## src/design/virtual_region_allocator_assert.svh

```systemverilog
// assertion macros for the virtual region allocator
`ifndef VIRTUAL_REGION_ALLOCATOR_ASSERT_SVH
`define VIRTUAL_REGION_ALLOCATOR_ASSERT_SVH

// same-cycle implication
`define VRA_ASSERT_NOW(label, clk, rst, ante, cons, msg) \
   label: assert property (@(posedge clk) disable iff (rst) (ante) |-> (cons)) \
      else $error(msg);

// next-cycle implication
`define VRA_ASSERT_NEXT(label, clk, rst, ante, cons, msg) \
   label: assert property (@(posedge clk) disable iff (rst) (ante) |=> (cons)) \
      else $error(msg);

`endif

```

## src/design/vra_pkg.sv

```systemverilog
// shared constants, codes and types of the virtual region allocator
package vra_pkg;

   localparam int MAX_REGION_COUNT = 64;
   localparam int PAGE_BYTES       = 4096;

   localparam int PAGE_SHIFT = $clog2(PAGE_BYTES);
   localparam int IDX_W      = (MAX_REGION_COUNT > 1) ? $clog2(MAX_REGION_COUNT) : 1;
   localparam int CNT_W      = $clog2(MAX_REGION_COUNT + 1);

   localparam int ADDR_W  = 32;
   localparam int PAGES_W = 21;

   localparam logic [ADDR_W-1:0]  BASE_MASK = 32'hffff_f000;
   localparam logic [ADDR_W-1:0]  PAGE_MASK = ADDR_W'(PAGE_BYTES - 1);
   localparam logic [PAGES_W-1:0] PAGES_MAX = {PAGES_W{1'b1}};

   typedef enum logic [1:0] {
      KIND_ALLOC   = 2'd0,
      KIND_RELEASE = 2'd1,
      KIND_CHECK   = 2'd2
   } kind_type;

   typedef enum logic [2:0] {
      STATUS_OK        = 3'd0,
      STATUS_FULL      = 3'd1,
      STATUS_ZERO      = 3'd2,
      STATUS_NOT_FOUND = 3'd3,
      STATUS_EMPTY     = 3'd4
   } status_type;

   typedef enum logic {
      CSR_POOL_BASE  = 1'b0,
      CSR_POOL_BYTES = 1'b1
   } csr_index_type;

   typedef enum logic [1:0] {
      ST_IDLE,
      ST_ALLOC_RD,
      ST_SCAN,
      ST_SHIFT
   } state_type;

   typedef struct packed {
      logic [ADDR_W-1:0]  start;
      logic [PAGES_W-1:0] pages;
   } entry_type;

   localparam int ENTRY_W = $bits(entry_type);

   typedef struct packed {
      logic             we;
      logic [IDX_W-1:0] waddr;
      entry_type        wdata;
      logic             re;
      logic [IDX_W-1:0] raddr;
   } mem_req_type;

   typedef struct packed {
      logic               valid;
      status_type         status;
      logic [ADDR_W-1:0]  region_start;
      logic [PAGES_W-1:0] pages_to_free;
      logic               is_inside;
   } rsp_type;

endpackage

```

## src/design/virtual_region_allocator.sv

```systemverilog
// Virtual region allocator top level: csr registers, region table ram, sequencer.
// A request is taken when start is high and busy is low; its one result appears
// on the rsp_ ports with rsp_valid high for a single cycle and cannot be held off.
// Check, unused kinds, refused requests and an allocate into an empty table answer
// in the cycle after acceptance; any other allocate first reads the last region
// from the ram and answers from ST_ALLOC_RD. A release reads the table one entry per
// cycle through the single ram read port: it scans from index 0 in ST_SCAN up to a
// match, then moves each later entry down in ST_SHIFT; a miss scans every region.
// busy is low again in the cycle the result is shown, so a new request may follow.
module virtual_region_allocator (
   input  logic                        clock,
   input  logic                        reset,
   input  logic                        start,
   output logic                        busy,
   input  logic [1:0]                  req_kind,
   input  logic [vra_pkg::ADDR_W-1:0]  req_request_bytes,
   input  logic [vra_pkg::ADDR_W-1:0]  req_target_address,
   output logic                        rsp_valid,
   output logic [2:0]                  rsp_status,
   output logic [vra_pkg::ADDR_W-1:0]  rsp_region_start,
   output logic [vra_pkg::PAGES_W-1:0] rsp_pages_to_free,
   output logic                        rsp_is_inside,
   input  logic                        csr_we,
   input  logic                        csr_index,
   input  logic [vra_pkg::ADDR_W-1:0]  csr_data
);

`include "virtual_region_allocator_assert.svh"

   logic [vra_pkg::ADDR_W-1:0]  pool_base_ff;
   logic [vra_pkg::ADDR_W-1:0]  pool_bytes_ff;
   logic [vra_pkg::ENTRY_W-1:0] rd_data;
   vra_pkg::mem_req_type        mem_req;
   vra_pkg::rsp_type            rsp;

   always_ff @(posedge clock) begin
      if (reset) begin
         pool_base_ff  <= '0;
         pool_bytes_ff <= '0;
      end else if (csr_we) begin
         unique case (vra_pkg::csr_index_type'(csr_index))
            vra_pkg::CSR_POOL_BASE:  pool_base_ff  <= csr_data;
            vra_pkg::CSR_POOL_BYTES: pool_bytes_ff <= csr_data;
            default:                 pool_base_ff  <= pool_base_ff;
         endcase
      end
   end

   vra_ram #(
      .WIDTH (vra_pkg::ENTRY_W),
      .DEPTH (vra_pkg::MAX_REGION_COUNT)
   ) u_ram (
      .clock (clock),
      .we    (mem_req.we),
      .waddr (mem_req.waddr),
      .wdata (mem_req.wdata),
      .re    (mem_req.re),
      .raddr (mem_req.raddr),
      .rdata (rd_data)
   );

   vra_ctrl u_ctrl (
      .clock          (clock),
      .reset          (reset),
      .start          (start),
      .busy           (busy),
      .kind           (req_kind),
      .request_bytes  (req_request_bytes),
      .target_address (req_target_address),
      .pool_base      (pool_base_ff),
      .pool_bytes     (pool_bytes_ff),
      .rd_data        (rd_data),
      .mem_req        (mem_req),
      .rsp            (rsp)
   );

   assign rsp_valid         = rsp.valid;
   assign rsp_status        = rsp.status;
   assign rsp_region_start  = rsp.region_start;
   assign rsp_pages_to_free = rsp.pages_to_free;
   assign rsp_is_inside     = rsp.is_inside;

   `VRA_ASSERT_NOW(a_no_rw_overlap, clock, reset, mem_req.we && mem_req.re,
      mem_req.waddr != mem_req.raddr, "ram read and write hit the same entry")
   `VRA_ASSERT_NOW(a_rsp_when_done, clock, reset, rsp_valid, !busy,
      "result shown while a request is still in progress")
   `VRA_ASSERT_NEXT(a_accept_progress, clock, reset, start && !busy, rsp_valid || busy,
      "accepted request neither answered nor in progress")

endmodule

```

## src/design/vra_ram.sv

```systemverilog
// generic single-write, single-read ram with registered read data
module vra_ram #(
   parameter int WIDTH = 8,
   parameter int DEPTH = 16
) (
   input  logic                                          clock,
   input  logic                                          we,
   input  logic [((DEPTH > 1) ? $clog2(DEPTH) : 1)-1:0] waddr,
   input  logic [WIDTH-1:0]                              wdata,
   input  logic                                          re,
   input  logic [((DEPTH > 1) ? $clog2(DEPTH) : 1)-1:0] raddr,
   output logic [WIDTH-1:0]                              rdata
);

   logic [WIDTH-1:0] ram_ff [DEPTH];
   logic [WIDTH-1:0] rdata_ff;

   always_ff @(posedge clock) begin
      if (we) begin
         ram_ff[waddr] <= wdata;
      end
      if (re) begin
         rdata_ff <= ram_ff[raddr];
      end
   end

   assign rdata = rdata_ff;

endmodule

```

## src/design/vra_ctrl.sv

```systemverilog
// request sequencer: allocate, release search and compaction, address check
module vra_ctrl (
   input  logic                        clock,
   input  logic                        reset,
   input  logic                        start,
   output logic                        busy,
   input  logic [1:0]                  kind,
   input  logic [vra_pkg::ADDR_W-1:0]  request_bytes,
   input  logic [vra_pkg::ADDR_W-1:0]  target_address,
   input  logic [vra_pkg::ADDR_W-1:0]  pool_base,
   input  logic [vra_pkg::ADDR_W-1:0]  pool_bytes,
   input  logic [vra_pkg::ENTRY_W-1:0] rd_data,
   output vra_pkg::mem_req_type        mem_req,
   output vra_pkg::rsp_type            rsp
);

   vra_pkg::state_type state_ff, state_in;
   logic [vra_pkg::CNT_W-1:0]   count_ff, count_in;
   logic [vra_pkg::CNT_W-1:0]   idx_ff, idx_in;
   logic [vra_pkg::ADDR_W-1:0]  addr_ff, addr_in;
   logic [vra_pkg::PAGES_W-1:0] pages_ff, pages_in;
   vra_pkg::rsp_type            rsp_ff, rsp_in;

   vra_pkg::entry_type          rd_entry;
   logic [vra_pkg::ADDR_W-1:0]  base;
   logic [vra_pkg::ADDR_W:0]    pages_wide;
   logic [vra_pkg::PAGES_W-1:0] req_pages;
   logic [vra_pkg::ADDR_W-1:0]  span;
   logic [vra_pkg::ADDR_W-1:0]  next_start;
   logic [vra_pkg::ADDR_W:0]    pool_end;
   logic                        in_pool;
   logic [vra_pkg::CNT_W-1:0]   cnt_dec;
   logic [vra_pkg::CNT_W-1:0]   cnt_inc;
   logic [vra_pkg::CNT_W-1:0]   idx_inc;
   logic [vra_pkg::CNT_W:0]     idx_inc2;
   logic                        accept;
   logic                        req_zero;
   logic                        tbl_full;
   logic                        tbl_empty;
   logic                        scan_hit;
   logic                        scan_last;
   logic                        shift_more;

   assign rd_entry   = vra_pkg::entry_type'(rd_data);
   assign base       = pool_base & vra_pkg::BASE_MASK;
   assign pages_wide = (vra_pkg::ADDR_W + 1)'(request_bytes >> vra_pkg::PAGE_SHIFT)
                     + (vra_pkg::ADDR_W + 1)'(|(request_bytes & vra_pkg::PAGE_MASK));
   assign req_pages  = (pages_wide > (vra_pkg::ADDR_W + 1)'(vra_pkg::PAGES_MAX))
                     ? vra_pkg::PAGES_MAX : pages_wide[vra_pkg::PAGES_W-1:0];
   assign span       = vra_pkg::ADDR_W'(rd_entry.pages) << vra_pkg::PAGE_SHIFT;
   assign next_start = rd_entry.start + span;
   assign pool_end   = {1'b0, base} + {1'b0, pool_bytes};
   assign in_pool    = (target_address >= base) && ({1'b0, target_address} < pool_end);

   assign cnt_dec  = count_ff - vra_pkg::CNT_W'(1);
   assign cnt_inc  = count_ff + vra_pkg::CNT_W'(1);
   assign idx_inc  = idx_ff + vra_pkg::CNT_W'(1);
   assign idx_inc2 = {1'b0, idx_ff} + (vra_pkg::CNT_W + 1)'(2);

   assign accept     = start && (state_ff == vra_pkg::ST_IDLE);
   assign req_zero   = (request_bytes == '0);
   assign tbl_full   = (count_ff == vra_pkg::CNT_W'(vra_pkg::MAX_REGION_COUNT));
   assign tbl_empty  = (count_ff == '0);
   assign scan_hit   = (rd_entry.start == addr_ff);
   assign scan_last  = (idx_inc == count_ff);
   assign shift_more = (idx_inc2 < {1'b0, count_ff});

   // next state
   always_comb begin
      state_in = state_ff;
      unique case (state_ff)
         vra_pkg::ST_IDLE: begin
            if (accept) begin
               case (kind)
                  vra_pkg::KIND_ALLOC: begin
                     if (!req_zero && !tbl_full && !tbl_empty) begin
                        state_in = vra_pkg::ST_ALLOC_RD;
                     end
                  end
                  vra_pkg::KIND_RELEASE: begin
                     if (!tbl_empty) begin
                        state_in = vra_pkg::ST_SCAN;
                     end
                  end
                  default: state_in = vra_pkg::ST_IDLE;
               endcase
            end
         end
         vra_pkg::ST_ALLOC_RD: state_in = vra_pkg::ST_IDLE;
         vra_pkg::ST_SCAN: begin
            if (scan_hit) begin
               state_in = scan_last ? vra_pkg::ST_IDLE : vra_pkg::ST_SHIFT;
            end else if (scan_last) begin
               state_in = vra_pkg::ST_IDLE;
            end
         end
         vra_pkg::ST_SHIFT: begin
            if (!shift_more) begin
               state_in = vra_pkg::ST_IDLE;
            end
         end
         default: state_in = vra_pkg::ST_IDLE;
      endcase
   end

   // datapath, memory access and results
   always_comb begin
      count_in = count_ff;
      idx_in   = idx_ff;
      addr_in  = addr_ff;
      pages_in = pages_ff;
      rsp_in   = '0;
      rsp_in.status = vra_pkg::STATUS_OK;
      mem_req  = '0;
      unique case (state_ff)
         vra_pkg::ST_IDLE: begin
            if (accept) begin
               addr_in  = target_address;
               pages_in = req_pages;
               case (kind)
                  vra_pkg::KIND_ALLOC: begin
                     if (req_zero) begin
                        rsp_in.valid  = 1'b1;
                        rsp_in.status = vra_pkg::STATUS_ZERO;
                     end else if (tbl_full) begin
                        rsp_in.valid  = 1'b1;
                        rsp_in.status = vra_pkg::STATUS_FULL;
                     end else if (tbl_empty) begin
                        mem_req.we          = 1'b1;
                        mem_req.waddr       = '0;
                        mem_req.wdata.start = base + vra_pkg::ADDR_W'(vra_pkg::PAGE_BYTES);
                        mem_req.wdata.pages = req_pages;
                        count_in            = cnt_inc;
                        rsp_in.valid        = 1'b1;
                        rsp_in.region_start = base + vra_pkg::ADDR_W'(vra_pkg::PAGE_BYTES);
                     end else begin
                        mem_req.re    = 1'b1;
                        mem_req.raddr = cnt_dec[vra_pkg::IDX_W-1:0];
                     end
                  end
                  vra_pkg::KIND_RELEASE: begin
                     if (tbl_empty) begin
                        rsp_in.valid  = 1'b1;
                        rsp_in.status = vra_pkg::STATUS_EMPTY;
                     end else begin
                        mem_req.re    = 1'b1;
                        mem_req.raddr = '0;
                        idx_in        = '0;
                     end
                  end
                  vra_pkg::KIND_CHECK: begin
                     rsp_in.valid     = 1'b1;
                     rsp_in.is_inside = in_pool;
                  end
                  default: rsp_in.valid = 1'b1;
               endcase
            end
         end
         vra_pkg::ST_ALLOC_RD: begin
            mem_req.we          = 1'b1;
            mem_req.waddr       = count_ff[vra_pkg::IDX_W-1:0];
            mem_req.wdata.start = next_start;
            mem_req.wdata.pages = pages_ff;
            count_in            = cnt_inc;
            rsp_in.valid        = 1'b1;
            rsp_in.region_start = next_start;
         end
         vra_pkg::ST_SCAN: begin
            if (scan_hit) begin
               pages_in = rd_entry.pages;
               if (scan_last) begin
                  count_in             = cnt_dec;
                  rsp_in.valid         = 1'b1;
                  rsp_in.pages_to_free = rd_entry.pages;
               end else begin
                  mem_req.re    = 1'b1;
                  mem_req.raddr = idx_inc[vra_pkg::IDX_W-1:0];
               end
            end else if (scan_last) begin
               rsp_in.valid  = 1'b1;
               rsp_in.status = vra_pkg::STATUS_NOT_FOUND;
            end else begin
               idx_in        = idx_inc;
               mem_req.re    = 1'b1;
               mem_req.raddr = idx_inc[vra_pkg::IDX_W-1:0];
            end
         end
         vra_pkg::ST_SHIFT: begin
            // entry idx+1 moves down to idx
            mem_req.we    = 1'b1;
            mem_req.waddr = idx_ff[vra_pkg::IDX_W-1:0];
            mem_req.wdata = rd_entry;
            idx_in        = idx_inc;
            if (shift_more) begin
               mem_req.re    = 1'b1;
               mem_req.raddr = idx_inc2[vra_pkg::IDX_W-1:0];
            end else begin
               count_in             = cnt_dec;
               rsp_in.valid         = 1'b1;
               rsp_in.pages_to_free = pages_ff;
            end
         end
         default: count_in = count_ff;
      endcase
   end

   always_ff @(posedge clock) begin
      if (reset) begin
         state_ff     <= vra_pkg::ST_IDLE;
         count_ff     <= '0;
         rsp_ff.valid <= 1'b0;
      end else begin
         state_ff     <= state_in;
         count_ff     <= count_in;
         rsp_ff.valid <= rsp_in.valid;
      end
      idx_ff               <= idx_in;
      addr_ff              <= addr_in;
      pages_ff             <= pages_in;
      rsp_ff.status        <= rsp_in.status;
      rsp_ff.region_start  <= rsp_in.region_start;
      rsp_ff.pages_to_free <= rsp_in.pages_to_free;
      rsp_ff.is_inside     <= rsp_in.is_inside;
   end

   assign busy = (state_ff != vra_pkg::ST_IDLE);
   assign rsp  = rsp_ff;

endmodule
```

## config.mk

```make
export PLATFORM = sky130hd
export DESIGN_NAME = virtual_region_allocator
export DESIGN_NICKNAME = d
export VERILOG_FILES = /design/src/design/vra_pkg.sv /design/src/design/virtual_region_allocator.sv /design/src/design/vra_ram.sv /design/src/design/vra_ctrl.sv
export VERILOG_INCLUDE_DIRS = /design/src /design/src/design
export SDC_FILE = /design/constraint.sdc
export NUM_CORES = 2
export LEC_CHECK = 0
export BUFFER_PORTS_ARGS = -buffer_cell sky130_fd_sc_hd__buf_2
export CAP_MARGIN = 20
export CORE_MARGIN = 2
export CORE_UTILIZATION = 40
export DETAILED_ROUTE_END_ITERATION = 8
export GPL_ROUTABILITY_DRIVEN = 0
export GPL_TIMING_DRIVEN = 0
export PLACE_DENSITY = 0.56
export SYNTH_ARGS = -nofsm -noshare
export SYNTH_HDL_FRONTEND = slang
export SYNTH_SLANG_ARGS = --single-unit
```

## constraint.sdc

```tcl
create_clock -name clock -period 10.22 [get_ports clock]
set_input_delay 2.044 -clock clock [delete_from_list [all_inputs] [get_ports clock]]
set_output_delay 2.044 -clock clock [all_outputs]
set_load 0.05 [all_outputs]
```

==> impl_metrics.env <==
export IMPL_status="finished, violations left"
export IMPL_violations="max-slew violations"
export IMPL_mostFrequentLayoutCells="edfxtp_1 (3,505), nand2_1 (1,621), mux2i_1 (949)"
export IMPL_cp_num_cells=14
export IMPL_r2r_start="u_ctrl.idx_ff[1]"
export IMPL_crit_fanout=10
export IMPL_seq_power_share_pct=50.4
export IMPL_netSwitchingFraction_pct=23.9
export IMPL_period_minus_slack_ns=8.95
export IMPL_synth_fp_nets=10000
export IMPL_clock_latency_ns=0.97
export IMPL_vias=92000
export IMPL_synth_cells=9816
export IMPL_setup_viol=0
export IMPL_crit_end="u_ram.rdata[24]"
export IMPL_place_area_sq_um=157000
export IMPL_syn_avg_cell_area_sq_um=14.8
export IMPL_syn_area_sq_um=145000
export IMPL_wire_per_inst_um=30.9
export IMPL_utilization_pct=47.0
export IMPL_die_x_um=606
export IMPL_die_h_um=606
export IMPL_cts_tree="yes"
export IMPL_clock_sinks=3624
export IMPL_hp_class="flip-flop to flip-flop"
export IMPL_first_iter_violations=12400
export IMPL_critPathLaunchType="input port"
export IMPL_seq_area_frac_synth_pct=74.2
export IMPL_numCtsBuffers=373
export IMPL_whs_ns=0.455
export IMPL_seq_area_sq_um=108000
export IMPL_cpPeakStageDelay_ns=0.98
export IMPL_ff2ff_path_depth=17
export IMPL_layout_commonest_cell="edfxtp_1"
export IMPL_nets=10800
export IMPL_gr_total_overflow=0
export IMPL_reg2reg_slack_ns=2.77
export IMPL_ant_nets=0
export IMPL_fin_cells=15800
export IMPL_critPathBufInv=4
export IMPL_drive_above_1_share_pct=12.2
export IMPL_clkPwrFrac_pct=41.6
export IMPL_cts_hold_fix_buffers=0
export IMPL_fmax_mhz=112
export IMPL_fillers=31000
export IMPL_num_rows=221
export IMPL_slew_violations=5
export IMPL_first_global_vias=87300
export IMPL_layout_setup_ws_ns=1.27
export IMPL_fin_area_sq_um=170000
export IMPL_grt_antenna_before_repair=107
export IMPL_rsz0062_at_grt="false"
export IMPL_crit_chain="buf_2 > nor4_1 > nand3_1 > o31ai_2 > o32a_1 > buf_2 > nand2_4 > nand2_2 > buf_2 > clkbuf_1 > o22ai_1 > o21ai_1 > nand3_1 > or4_1"
export IMPL_cp_slowest_cell="nor4_1"
export IMPL_crit_required_ns=10.86
export IMPL_synth_async_reset_ratio_pct=0
export IMPL_criticalPathCategory="input port to flip-flop"
export IMPL_dieArea_sq_um=367000
export IMPL_synth_seq_cells=3624
export IMPL_multi_input_area_sq_um=35500
export IMPL_power_mw=32.6
export IMPL_post_route_drc_count=0
export IMPL_synth_main_ff_cell="edfxtp_1"
export IMPL_cts_setup_buffers=0
export IMPL_dp_slack_ns=1.19
export IMPL_worstPathArrival_ns=9.59
export IMPL_crit_family="simple AND/OR/NAND/NOR gates"
export IMPL_power_leakage_nw=59.1
export IMPL_tns_ns=0
export IMPL_syn2layout_area_growth_pct=17.1
export IMPL_synth_edf_count=3505
export IMPL_p_sw_mw=7.81
export IMPL_crit_start="req_request_bytes[2]"
export IMPL_cts_resized=0
export IMPL_ir_worst_vdd_uv=140
export IMPL_dpl_hpwl_um=354000
export IMPL_portBuffers=160
export IMPL_path_clk_slew_ns=0.06
export IMPL_grt_pass1_wl_um=672000
export IMPL_viasPerCell=5.82
export IMPL_placed_cells=15000
export IMPL_reg2reg_to="u_ram.rdata[24]"
export IMPL_core_area_sq_um=362000
export IMPL_p_comb_share_pct=7.9
export IMPL_fin_crit_sh_pct=87.6
export IMPL_grt_util_all_layers_pct=26.0
export IMPL_yosys_warnings=0
export IMPL_power_density_nw_per_um2=192
export IMPL_routed_wl_um=489000
export IMPL_worstHoldStart="pool_bytes_ff[4]"
export IMPL_hold_viol=0
export IMPL_synth_cell_types=80
export IMPL_num_io_pins=162
export IMPL_cts_root_buf="clkbuf_16"
export IMPL_worst_pin_slew_ns=1.53
export IMPL_dr_pass1_iters=8
export IMPL_cpMostUsedCell="buf_2"
export IMPL_p_int_mw=24.8
export IMPL_initial_core_util_pct=40.1
export IMPL_htreeDepth=5
export IMPL_worst_setup_path_end_kind="flip-flop"
export IMPL_skew_ns=0.0614
export IMPL_cap_violations=0
export IMPL_grt_max_degree=51
export IMPL_cts_path_max_buffers=4
export IMPL_max_slew_margin_pct=-1.73
worst min path at each step:
| stage | to | slack [ns] | cells after the start |
|---|---|---|---|
| finish | pool_bytes_ff[4] | 0.45 | 2 |
| detailed placement | pool_bytes_ff[11] | 0.45 | 2 |
| CTS | pool_bytes_ff[11] | 0.46 | 2 |
| floorplan | pool_bytes_ff[10] | 0.44 | 2 |
| global route | pool_bytes_ff[27] | 0.47 | 2 |
| global placement | pool_bytes_ff[27] | 0.45 | 2 |
area by class of cell:
type | instances | area share [%]
Clock inverter | 218 | 1.29
Timing Repair Buffer | 379 | 3.17
Sequential cell | 3624 | 63.4
Clock buffer | 455 | 5.83
Antenna cell | 150 | 0.221
Multi-Input combinational cell | 5534 | 20.9
Buffer | 601 | 1.57
Tap cell | 4794 | 3.53
Inverter | 57 | 0.126
sequential cells by signal, indices dropped and copies added, names as in the netlist:
name	flops
pool_bytes_ff	32
u_ctrl.idx_ff	7
u_ctrl.rsp	58
u_ctrl.addr_ff	32
u_ram.rdata	53
pool_base_ff	20
u_ctrl.count_ff	7
u_ctrl.pages_ff	21
u_ram.ram_ff	3392
u_ctrl.state_ff	2
Yosys cell counts (all sizes together) (18+ instances only):
cell,n,area share [%]
nand4,18,0.078
clkbuf,308,0.80
nor4,19,0.082
a31oi,56,0.24
o41ai,55,0.34
a22oi,215,1.1
a32oi,55,0.33
a21oi,426,1.5
o21ai,210,0.72
a21o,29,0.15
xor2,67,0.40
o211ai,54,0.28
xnor2,59,0.36
nand3,559,1.9
inv,57,0.15
ha,104,0.90
mux2i,949,6.6
nor3,33,0.13
o22ai,190,0.82
and2,41,0.18
or4,52,0.27
and3,121,0.52
dfxtp,119,1.6
edfxtp,3505,73
a22o,24,0.14
a211oi,115,0.61
nand2,1626,4.2
nor2,244,0.64
buf,293,1.0
a311oi,107,0.65
layer usage:
metal / vias to the layer above / GRT usage (%) / wire [um]
met2: 4893 / 39.6 / 219000
met3: 950 / 5.79 / 49000
met5: - / 0 / 213
li1: 39300 / - / -
met4: 28 / 15.3 / 30000
met1: 46900 / 34.2 / 191000
kinds of logic after synthesis:
family                   count (synthesis)  share of synthesized area, %
flip-flops                            3624                          74.2
AND/OR/NAND/NOR                       2754                          8.24
AO/OA/AOI/OAI                         1595                          7.24
multiplexers                           949                          6.55
buffers and inverters                  658                          1.98
XOR/XNOR                               130                         0.824
adder cells (fa/ha/maj)                106                         0.925
worst register-to-register path, cell delays in order, from the launching register on:
cell      delay (ns)
edfxtp_1        0.47
ha_1            0.34
nand3_1         0.17
xnor2_1         0.18
ha_1            0.31
o21a_1          0.13
o21ai_0         0.08
a21oi_1         0.38
o32a_1          0.31
buf_2           0.58
nand2_4         0.29
nand2_2         0.52
buf_2           0.70
clkbuf_1        0.49
o22ai_1         0.18
o21ai_1         0.19
nand3_1         0.86
or4_1           0.94
power groups by stage:
stage	sequential, mW	combinational (mW)	clock (mW)
6_report	16.4	2.58	13.6
5_1_grt	16.4	2.67	14.3
4_1_cts	16.4	2.52	13.7
3_5_place_dp	16.8	2.51	0
3_3_place_gp	16.8	2.33	0
2_1_floorplan	16.8	1.18	0
(Power assumes the default switching activity.)
